## src/rtl/core/mbe_pkg.sv

```systemverilog
package mbe_pkg;

  localparam int PIX_W  = 10;
  localparam int ITER_W = 12;
  localparam int GRAY_W = 8;
  localparam int SIZE_W = 13;
  localparam int Z_W    = 32;
  localparam int P_W    = 64;
  localparam int FRAC_W = 28;
  localparam int Q_W    = FRAC_W + 1;
  localparam int REM_W  = ITER_W + GRAY_W;
  localparam int STEP_W = $clog2(GRAY_W);

  // coordinate mapping by reciprocal multiplication
  localparam int RCP_W    = 36;
  localparam int RCP_H    = RCP_W / 2;
  localparam int X_W      = 2 * SIZE_W;
  localparam int BASE_P_W = SIZE_W + Q_W;
  localparam int ACC_W    = X_W + RCP_H;
  localparam int HI_W     = ACC_W + 1;

  localparam int DEF_WIDTH  = 1024;
  localparam int DEF_HEIGHT = 1024;

  localparam logic [ITER_W-1:0] MAX_ITER_RST = ITER_W'(550);

  // |z|^2 bound of 4 in Q8.56
  localparam logic [P_W-1:0] ESC_BOUND = P_W'(1) << (2 * FRAC_W + 2);

  localparam int MAP_STEPS = 3;

  localparam logic [STEP_W-1:0] MAP_LAST  = STEP_W'(MAP_STEPS - 1);
  localparam logic [STEP_W-1:0] GRAY_LAST = STEP_W'(GRAY_W - 1);

  typedef enum logic [6:0] {
    S_IDLE = 7'b0000001,
    S_MAP  = 7'b0000010,
    S_CFIX = 7'b0000100,
    S_MUL  = 7'b0001000,
    S_UPD  = 7'b0010000,
    S_GRAY = 7'b0100000,
    S_OUT  = 7'b1000000
  } state_t;

  typedef struct packed {
    logic load;
    logic map_step;
    logic c_fix;
    logic mul;
    logic upd;
    logic gray_load;
    logic gray_step;
    logic out_load;
  } cmd_t;

  typedef struct packed {
    logic at_limit;
    logic escape;
  } status_t;

endpackage

```

## src/rtl/core/mbe_ctrl.sv

```systemverilog
module mbe_ctrl (
  input  logic              clk,
  input  logic              rst_n,
  input  logic              in_valid,
  output logic              in_stall,
  input  logic              out_stall,
  output logic              out_valid,
  input  mbe_pkg::status_t  status,
  output mbe_pkg::cmd_t     cmd
);
  import mbe_pkg::*;

  state_t            state_r, state_nxt;
  logic [STEP_W-1:0] step_r, step_nxt;
  logic              out_valid_r, out_valid_nxt;

  always_comb begin
    state_nxt = state_r;
    step_nxt  = step_r;
    cmd       = '0;
    case (state_r)
      S_IDLE: begin
        if (in_valid) begin
          cmd.load  = 1'b1;
          step_nxt  = '0;
          state_nxt = S_MAP;
        end
      end
      S_MAP: begin
        cmd.map_step = 1'b1;
        if (step_r == MAP_LAST) begin
          state_nxt = S_CFIX;
        end else begin
          step_nxt = step_r + 1'b1;
        end
      end
      S_CFIX: begin
        cmd.c_fix = 1'b1;
        state_nxt = S_MUL;
      end
      S_MUL: begin
        if (status.at_limit) begin
          cmd.gray_load = 1'b1;
          step_nxt      = '0;
          state_nxt     = S_GRAY;
        end else begin
          cmd.mul   = 1'b1;
          state_nxt = S_UPD;
        end
      end
      S_UPD: begin
        if (status.escape) begin
          cmd.gray_load = 1'b1;
          step_nxt      = '0;
          state_nxt     = S_GRAY;
        end else begin
          cmd.upd   = 1'b1;
          state_nxt = S_MUL;
        end
      end
      S_GRAY: begin
        cmd.gray_step = 1'b1;
        if (step_r == GRAY_LAST) begin
          state_nxt = S_OUT;
        end else begin
          step_nxt = step_r + 1'b1;
        end
      end
      S_OUT: begin
        // hold until the output register is free
        if (!out_valid_r || !out_stall) begin
          cmd.out_load = 1'b1;
          state_nxt    = S_IDLE;
        end
      end
      default: begin
        state_nxt = S_IDLE;
      end
    endcase
  end

  always_comb begin
    if (cmd.out_load) begin
      out_valid_nxt = 1'b1;
    end else if (!out_stall) begin
      out_valid_nxt = 1'b0;
    end else begin
      out_valid_nxt = out_valid_r;
    end
  end

  always_ff @(posedge clk) begin
    if (!rst_n) begin
      state_r     <= S_IDLE;
      step_r      <= '0;
      out_valid_r <= 1'b0;
    end else begin
      state_r     <= state_nxt;
      step_r      <= step_nxt;
      out_valid_r <= out_valid_nxt;
    end
  end

  assign in_stall  = state_r != S_IDLE;
  assign out_valid = out_valid_r;

endmodule

```

## config.mk

```make
export PLATFORM = sky130hd
export DESIGN_NAME = mbe_ctrl
export DESIGN_NICKNAME = d
export VERILOG_FILES = /design/src/rtl/core/mbe_pkg.sv /design/src/rtl/core/mbe_ctrl.sv
export SDC_FILE = /design/constraint.sdc
export NUM_CORES = 1
export LEC_CHECK = 0
export BUFFER_PORTS_ARGS = -buffer_cell sky130_fd_sc_hd__buf_2
export CAP_MARGIN = 10
export CORE_MARGIN = 2
export CORE_UTILIZATION = 47
export DETAILED_ROUTE_END_ITERATION = 7
export GPL_TIMING_DRIVEN = 1
export PLACE_DENSITY = 0.83
export REMOVE_ABC_BUFFERS = 1
export SYNTH_ARGS = -nofsm -noshare
export SYNTH_HDL_FRONTEND = slang
export SYNTH_SLANG_ARGS = --single-unit
```

## constraint.sdc

```tcl
create_clock -name clk -period 1.9 [get_ports clk]
set_clock_uncertainty 0.15 [all_clocks]
set_input_delay 0 -clock clk [delete_from_list [all_inputs] [get_ports clk]]
set_output_delay 0 -clock clk [all_outputs]
set_load 0.1 [all_outputs]
```

==> results of run 1 <==
[through the flow]
step                      power, mW  cell area, sq um
after global placement        0.411              1020
after CTS                     0.584              1100
after floorplan               0.370               736
after global routing          0.613              1160
final                         0.593              1160
after detailed placement      0.415              1020
[metal layers]
metal  global-route usage  vias up
met3               0.0245        8
met4                0.127        0
met2                0.388       30
met1                0.248      371
li1                     -      388
met5                    0        -
[kinds of logic (layout without fill, tap and decap cells)]
kind of cell	Yosys count	in the layout
AND/OR/NAND/NOR	49	49
AO/OA/AOI/OAI	12	12
flip-flops	11	11
buffers and inverters	10	43
adder cells (fa/ha/maj)	3	3
multiplexers	3	3
XOR/XNOR	2	2
[worst min-delay path by stage]
stage	depth (start not counted)	start	to	slack, ns
after floorplan	1	rst_n	state_r[0]$_SDFFE_PN1P_	-0.05
after global placement	3	in_valid	state_r[1]$_SDFFE_PN0P_	0.14
after detailed placement	3	in_valid	state_r[1]$_SDFFE_PN0P_	0.15
after CTS	4	status[1]	state_r[4]$_SDFFE_PN0P_	0.01
after global routing	4	status[1]	state_r[4]$_SDFFE_PN0P_	0.05
final	4	status[1]	state_r[4]$_SDFFE_PN0P_	0.01
[what timing repair did]
action                     CTS  global route
hold endpoints to repair    10             0
setup endpoints to repair    8            10
pin swaps                    3             6
resized for setup            4            10
buffers inserted             2             3
hold buffers                 3             0
[registers in the layout, summed over array words and instances (netlist names)]
name and cells:
out_valid 1, state_r 7, step_r 3
[synth_stat cells, types with 2 or more instances]
library cell / n / area [sq um]
a21oi_1: 2 / 10.0
nand2b_1: 4 / 25.0
buf_6: 2 / 22.5
nand2_1: 10 / 37.5
or4_1: 2 / 15.0
inv_1: 5 / 18.8
nor2_1: 8 / 30.0
nand3_1: 3 / 15.0
nand4_1: 2 / 12.5
mux2i_1: 3 / 30.0
ha_1: 3 / 37.5
dfxtp_1: 11 / 220
nor3_1: 4 / 20.0
nor2b_1: 4 / 25.0
[worst max-delay path, stage by stage, from the launching register on]
cell and delay (ns):
dfxtp_2 0.33, or4_4 0.61, nor4b_4 0.34, buf_4 0.17, buf_12 0.16
[power by group]
| part | leakage (nW) | switching, mW | internal (mW) |
|---|---|---|---|
| sequential | 0.0891 | 0.00410 | 0.237 |
| combinational | 0.402 | 0.117 | 0.0682 |
| clock | 0.0150 | 0.0858 | 0.0814 |
[area by class of cell]
| class | instances | area share |
|---|---|---|
| multi-input cells | 69 | 0.464 |
| repair buffers | 34 | 0.288 |
| flip-flops and latches | 11 | 0.192 |
| clock buffers | 4 | 0.0227 |
| well taps | 16 | 0.0173 |
| inverters | 5 | 0.0162 |
==> results.yml, run 1 <==
outcome:
  outcome: "finished, violations left"
  violations: "negative setup slack"
sta:
  period_share: 1.07
  worst_slew_pin_slew_ns: 0.487
  min_period_ns: 2.03
  setup_violations: 3
  rsz0062_at_grt: "yes"
  max_slew_margin: 0.678
  hold_ws_ns: 0.0146
  fmax_ghz: 0.492
  final-max-slew-violation-count: 0
  setup_slack_ns: -0.133
  tns_ns: -0.255
  hold_viol: 0
worst_hold_path:
  hp-class: "in2reg"
synthesis:
  ys_ff_latch: 11
  synth-edff-count: 0
  synth_compound_area_frac: 0.128
  syn-instance-count: 90
  ys_async_sr_fraction: 0
  ys_warn_count: 0
  syn_area_per_cell_sq_um: 8.61
  synth_top_family_by_area: "simple AND/OR/NAND/NOR gates"
  ys_types: 41
  syn_area_sq_um: 774
  synth-seq-area-share: 0.284
  synthSimpleGateAreaFrac: 0.404
  synthMuxAreaShare: 0.0388
  synth_fa_ha_area_frac: 0.0485
  synth_xor_area_frac: 0.0226
  ys.flop_type: "dfxtp_1"
clock_network:
  numCtsBuffers: 3
  clock-sinks: 11
  insertion_delay_ns: 0.27
  cts_tree: "done"
  path_clk_slew_ns: 0.07
  htree_levels: 1
  clockBufferDepth: 2
  cts_root_buffer: "clkbuf_4"
floorplan:
  start_util: 0.508
  core_area_sq_mm: 0.00152
  die_w_um: 44.6
  dieArea_sq_mm: 0.00199
  io_pins: 16
  dieHeight_um: 44.6
  rows: 14
worst_setup_path:
  r2r_slack_ns: 0.02
  critPathCapture: "cmd[1]"
  worstSetupEndpointType: "primary output"
  required_ns: 1.75
  worst_setup_path_start_kind: "register"
  critPathLaunch: "state_r[0]$_SDFFE_PN1P_"
  cp_max_fo: 6
  rr_endpoint: "state_r[5]$_SDFFE_PN0P_"
  criticalPathCategory: "reg2out"
  arrival_ns: 1.88
  reg2reg_depth: 5
  r2r-start: "state_r[0]$_SDFFE_PN1P_"
detailed_routing:
  routed-wl-met2_mm: 1.03
  detail_route.first_pass.iterations: 4
  top_layer: "met4"
  viasPerCell: 5.73
  dr_wl_met3_um: 74
  met1Wirelength_um: 831
  vias: 797
  drt-total-wl_mm: 1.99
  wl_per_cell_um: 14.3
  drc: 0
  ant_nets: 0
  drtIter0Drc: 12
placement:
  hpwl_mm: 1.41
  place_congestion: 0.851
  place_ws_ns: -0.0354
  port_buffers: 15
  dp.cells: 127
cells_and_area:
  final_common_cell: "buf_4"
  multiInputGateArea_sq_um: 537
  final_cell_mix: "buf_4 (17), nand2_1 (9), dfxtp_1 (9)"
  final_core_util: 0.759
  n_antenna_cell: 0
  area_growth_pct: 49.4
  fin_cells: 139
  nets: 133
  nFillCells: 103
  drive_above_1_share: 0.398
  ff_latch_area_sq_um: 223
global_routing:
  grt_pass1_wl_mm: 3.16
  grt_pass1_vias: 768
  grt_max_degree: 14
  grt-ovfl-total: 0
  grt.total_usage: 0.219
  antenna_found_initial: 0
power_and_ir_drop:
  power_density_mw_per_mm2: 512
  cellLeakagePower_nw: 0.506
  ir_drop_mv: 0.396
job:
  maxCapViolCount: 0
No activity file was read; power rests on OpenSTA's default activity.
==> inputs of run 2 (changes only) <==
--- a/config.mk
+++ b/config.mk
@@ -5,13 +5,14 @@
 export SDC_FILE = /design/constraint.sdc
 export NUM_CORES = 1
 export LEC_CHECK = 0
-export BUFFER_PORTS_ARGS = -buffer_cell sky130_fd_sc_hd__buf_2
 export CAP_MARGIN = 10
 export CORE_MARGIN = 2
-export CORE_UTILIZATION = 47
+export CORE_UTILIZATION = 50
 export DETAILED_ROUTE_END_ITERATION = 7
+export DONT_BUFFER_PORTS = 1
 export GPL_TIMING_DRIVEN = 1
-export PLACE_DENSITY = 0.83
+export PLACE_DENSITY = 0.78
+export RECOVER_POWER = 50
 export REMOVE_ABC_BUFFERS = 1
 export SYNTH_ARGS = -nofsm -noshare
 export SYNTH_HDL_FRONTEND = slang
==> run 2 against run 1 <==
  * Critical endpoint is now step_r[1]$_SDFFE_PN0P_
  * Utilization rose by 4.1 points
  * First-iteration DRC count rose to 3.0 times the previous value
  * Count of clock-buffer cells in the layout did not move
  * Flip-flop and latch count did not move
  * The run still ends with negative setup slack left
  * Largest power group unchanged
  * Register-to-register slack got worse by 0.10 ns
  * Wire length rose by 16%
  * Setup slack improved by 0.051 ns
  * Combinational power rose by 15%
  * Fmax rose by 2.6%
  * Final cell count fell by 2.9%
  * Final area rose by 1.7%
==> results.yml, run 2 (synthesis gave the netlist of run 1 again) <==
sta:
  min_period_ns: 1.98
  setup_slack_ns: -0.0816
  max_slew_margin: 0.609
  hold_viol: 0
  period_share: 1.04
  final-max-slew-violation-count: 0
  setup_violations: 8
  fmax_ghz: 0.505
  rsz0062_at_grt: "yes"
  tns_ns: -0.503
  worst_slew_pin_slew_ns: 0.586
clock_network:
  numCtsBuffers: 3
  clockBufferDepth: 2
  cts_root_buffer: "clkbuf_4"
  path_clk_slew_ns: 0.08
  cts_tree: "done"
  insertion_delay_ns: 0.28
  clock-sinks: 11
  htree_levels: 1
worst_setup_path:
  r2r-start: "state_r[1]$_SDFFE_PN0P_"
  required_ns: 1.92
  criticalPathCategory: "reg2reg"
  arrival_ns: 2.00
  worstSetupEndpointType: "register"
  cp_max_fo: 5
  r2r_slack_ns: -0.08
  worst_setup_path_start_kind: "register"
  rr_endpoint: "step_r[1]$_SDFFE_PN0P_"
  reg2reg_depth: 6
cells_and_area:
  final_common_cell: "buf_4"
  nets: 129
  drive_above_1_share: 0.378
  largest_register: "state_r"
  n_antenna_cell: 0
  area_growth_pct: 52.0
  largest_register_ffs: 7
  final_cell_mix: "buf_4 (15), dfxtp_1 (10), nand2_1 (9)"
placement:
  hpwl_mm: 1.49
  port_buffers: 0
  place_congestion: 0.870
  place_ws_ns: -0.0831
floorplan:
  start_util: 0.526
  dieArea_sq_mm: 0.00188
  core_area_sq_mm: 0.00147
  rows: 14
  dieHeight_um: 43.4
  die_w_um: 43.4
  io_pins: 16
global_routing:
  grt.total_usage: 0.256
  grt_max_degree: 14
  grt_pass1_vias: 820
  grt-ovfl-total: 0
  grt_pass1_wl_mm: 3.64
  antenna_found_initial: 0
power_and_ir_drop:
  cellLeakagePower_nw: 0.489
  power_density_mw_per_mm2: 526
  ir_drop_mv: 0.525
detailed_routing:
  wl_per_cell_um: 17.1
  ant_nets: 0
  drc: 0
  detail_route.first_pass.iterations: 4
  drt-total-wl_mm: 2.30
  viasPerCell: 6.02
  drtIter0Drc: 36
  vias: 813
worst_hold_path:
  hp-class: "in2reg"
  hold_depth: 5
  hold_path_end: "state_r[2]$_SDFFE_PN0P_"
  min-delay-start: "out_stall"
outcome:
  outcome: "finished, violations left"
  violations: "negative setup slack"
job:
  maxCapViolCount: 0
-- run 2: metal layers --
layer  global-route usage  vias up  routed length [um]
li1                     -      379                   -
met1                0.311      394                 972
met2                0.397       30                1140
met3               0.0958       10                 128
met4                0.127        0                  63
met5                    0        -                   0
-- run 2: how the worst max path moves through the flow --
stage | startpoint | end | slack [ns]
after floorplan | state_r[0]$_SDFFE_PN1P_ | state_r[3]$_SDFFE_PN0P_ | -2.70
after global placement | state_r[1]$_SDFFE_PN0P_ | step_r[0]$_SDFFE_PN0P_ | 0.007
after detailed placement | state_r[0]$_SDFFE_PN1P_ | step_r[1]$_SDFFE_PN0P_ | -0.08
after CTS | state_r[0]$_SDFFE_PN1P_ | cmd[0] | -0.06
after global routing | state_r[1]$_SDFFE_PN0P_ | cmd[3] | -0.14
final | state_r[1]$_SDFFE_PN0P_ | step_r[1]$_SDFFE_PN0P_ | -0.08
-- run 2: worst max-delay path, stage by stage (launching register included) --
cell and delay (ns):
dfxtp_2 0.33, or4_4 0.62, nor3_4 0.22, buf_4 0.14, a311o_4 0.13, nand4_4 0.13
mux2i_1 0.16
-- run 2: timing repair --
action                     CTS  global route
gates resized for setup     10            10
hold endpoints to repair    11             0
pin swaps                    4             7
setup buffers                4             3
hold buffers                 5             0
setup endpoints to repair    8            12
-- run 2: where the power goes --
part / switching (mW) / internal [mW] / leakage (nW)
Combinational: 0.130 / 0.0826 / 0.385
Clock: 0.0868 / 0.0815 / 0.0150
Sequential: 0.00287 / 0.236 / 0.0894
Total: 0.219 / 0.400 / 0.489
-- run 2: cell type report --
type / instances / area [sq um]
Clock buffer: 4 / 26.3
Fill cell: 85 / 294
Inverter: 5 / 18.8
Multi-Input combinational cell: 69 / 567
Sequential cell: 11 / 221
Tap cell: 16 / 20.0
Timing Repair Buffer: 30 / 324
-- run 2: metrics by stage --
step / instance area, sq um / std cells / hold slack, ns / power [mW] / util
after floorplan: 736 / 85 / -0.0495 / 0.370 / -
after global placement: 975 / 119 / -0.0411 / 0.406 / 0.662
after detailed placement: 975 / 119 / -0.0354 / 0.411 / 0.662
after CTS: 1130 / 132 / 0.000123 / 0.597 / 0.765
after global routing: 1180 / 135 / 0.0536 / 0.643 / 0.800
final: 1180 / 135 / 0.0210 / 0.619 / 0.800
==> inputs of run 3 (changes only) <==
==> constraint.sdc (replaced) <==
create_clock -name clk -period 1.9 [get_ports clk]
set_clock_uncertainty 0.15 [all_clocks]
set_input_delay 0 -clock clk [delete_from_list [all_inputs] [get_ports clk]]
set_output_delay 0 -clock clk [all_outputs]
set_load 0.01 [all_outputs]
==> run 3 against run 2 <==
  * The run now ends clean
  * Setup slack improved by 0.093 ns
  * Global-route usage down 1.1 points
  * Register-to-register slack better by 0.12 ns
  * Non-clock buffer count down 9
  * Final area fell by 14%
  * Final cell count is 6.7% lower
  * Fmax grew 4.9%
  * First-iteration DRC count fell by 19%
  * Clock power about the same
  * Critical path depth shrank 3
  * Count of clock-buffer cells in the layout unchanged
  * Via count is 6.8% lower
  * Critical path type is now reg2out
  * Largest power group unchanged
==> results.yml, run 3 (synthesis gave the netlist of run 1 again) <==
outcome:
  outcome: "complete, no violations"
cells_and_area:
  n_antenna_cell: 0
  design_area_sq_mm: 0.00101
  drive_above_1_share: 0.309
  final_cell_mix: "buf_4 (15), dfxtp_1 (10), nand2_1 (9)"
  largest_register_ffs: 7
  nets: 120
  largest_register: "state_r"
  final_core_util: 0.686
  final_common_cell: "buf_4"
  fin_cells: 126
  area_growth_pct: 30.4
worst_setup_path:
  crit_family: "simple AND/OR/NAND/NOR gates"
  required_ns: 1.75
  path_buf_inv: 1
  criticalPathCategory: "reg2out"
  critPathMaxStageDelay_ns: 0.61
  worst_path_max_delay_cell: "or4_4"
  worstPathCellList: "or4_4, nor4b_4, buf_4"
  r2r_slack_ns: 0.04
  reg2reg_depth: 5
  r2r-start: "state_r[0]$_SDFFE_PN1P_"
  cp_max_fo: 6
  worstSetupEndpointType: "primary output"
  crit_cells: 3
  worst_setup_path_start_kind: "register"
  critPathCapture: "cmd[1]"
  rr_endpoint: "step_r[0]$_SDFFE_PN0P_"
  critPathLaunch: "state_r[0]$_SDFFE_PN1P_"
  arrival_ns: 1.74
global_routing:
  antenna_found_initial: 0
  grt_max_degree: 14
  grt_pass1_vias: 740
  grt-ovfl-total: 0
  grt_pass1_wl_mm: 3.40
  grt.total_usage: 0.244
clock_network:
  cts_tree: "done"
  clock-sinks: 11
  insertion_delay_ns: 0.28
  clockBufferDepth: 2
  cts_root_buffer: "clkbuf_4"
  path_clk_slew_ns: 0.08
  htree_levels: 1
  numCtsBuffers: 3
placement:
  place_ws_ns: -0.0102
  place_area_sq_um: 853
  hpwl_mm: 1.39
  place_congestion: 0.895
  dp.cells: 114
  port_buffers: 0
sta:
  final-max-slew-violation-count: 0
  min_period_ns: 1.89
  setup_violations: 0
  max_slew_margin: 0.696
  fmax_ghz: 0.529
  rsz0062_at_grt: "yes"
  hold_viol: 0
  setup_slack_ns: 0.0109
  hold_ws_ns: 0.202
  worst_slew_pin_slew_ns: 0.455
  period_share: 0.994
  tns_ns: 0
floorplan:
  die_w_um: 43.4
  dieHeight_um: 43.4
  io_pins: 16
  dieArea_sq_mm: 0.00188
  core_area_sq_mm: 0.00147
  rows: 14
  start_util: 0.526
power_and_ir_drop:
  cellLeakagePower_nw: 0.425
  power_density_mw_per_mm2: 529
  power_mw: 0.534
  ir_drop_mv: 0.517
detailed_routing:
  routed-wl-met2_mm: 1.07
  vias: 758
  drtIter0Drc: 29
  ant_nets: 0
  viasPerCell: 6.02
  detail_route.first_pass.iterations: 4
  drt-total-wl_mm: 2.03
  drc: 0
  dr_wl_met3_um: 113
  top_layer: "met4"
  wl_per_cell_um: 16.1
  met1Wirelength_um: 790
job:
  maxCapViolCount: 0
worst_hold_path:
  hp-class: "in2reg"
[run 3: how the worst min path moves through the flow]
stage	to	depth (start not counted)	slack (ns)	start
floorplan	cmd[3]	1	-0.09	status[0]
global route	step_r[2]$_SDFFE_PN0P_	4	0.19	status[0]
global placement	state_r[0]$_SDFFE_PN1P_	1	-0.03	rst_n
finish	step_r[2]$_SDFFE_PN0P_	4	0.20	status[0]
detailed placement	state_r[0]$_SDFFE_PN1P_	1	-0.04	rst_n
CTS	step_r[2]$_SDFFE_PN0P_	4	0.17	status[0]
[run 3: power by group]
| part | switching (mW) | internal (mW) | total, mW |
|---|---|---|---|
| Combinational | 0.0686 | 0.0576 | 0.126 |
| Sequential | 0.00354 | 0.236 | 0.240 |
| Clock | 0.0865 | 0.0816 | 0.168 |
[run 3: per-layer routing]
layer	vias to the layer above	track usage
met5	-	0
met4	0	0.0727
met3	7	0.0750
met2	31	0.418
met1	359	0.295
li1	361	-
[run 3: area by class of cell]
class                   count  area (sq um)
clock buffers               4          26.3
fillers                   116           462
inverters                   5          18.8
multi-input cells          69           549
flip-flops and latches     11           221
well taps                  16          20.0
repair buffers             21           174
[run 3: worst reg2reg max path: cells and delay by family, from the launching register on]
family | cells | cell delay (ns)
compound gates | 1 | 0.16
simple gates | 3 | 0.94
flops | 1 | 0.33
mux | 1 | 0.16
[run 3: repair_timing]
action                                  in CTS  in global routing
hold buffers                                 5                  0
gates resized for setup                      6                  7
endpoints found under the hold margin       12                  0
endpoints found under the setup margin       8                  8
pin swaps                                    3                  4
setup buffers                                3                  1
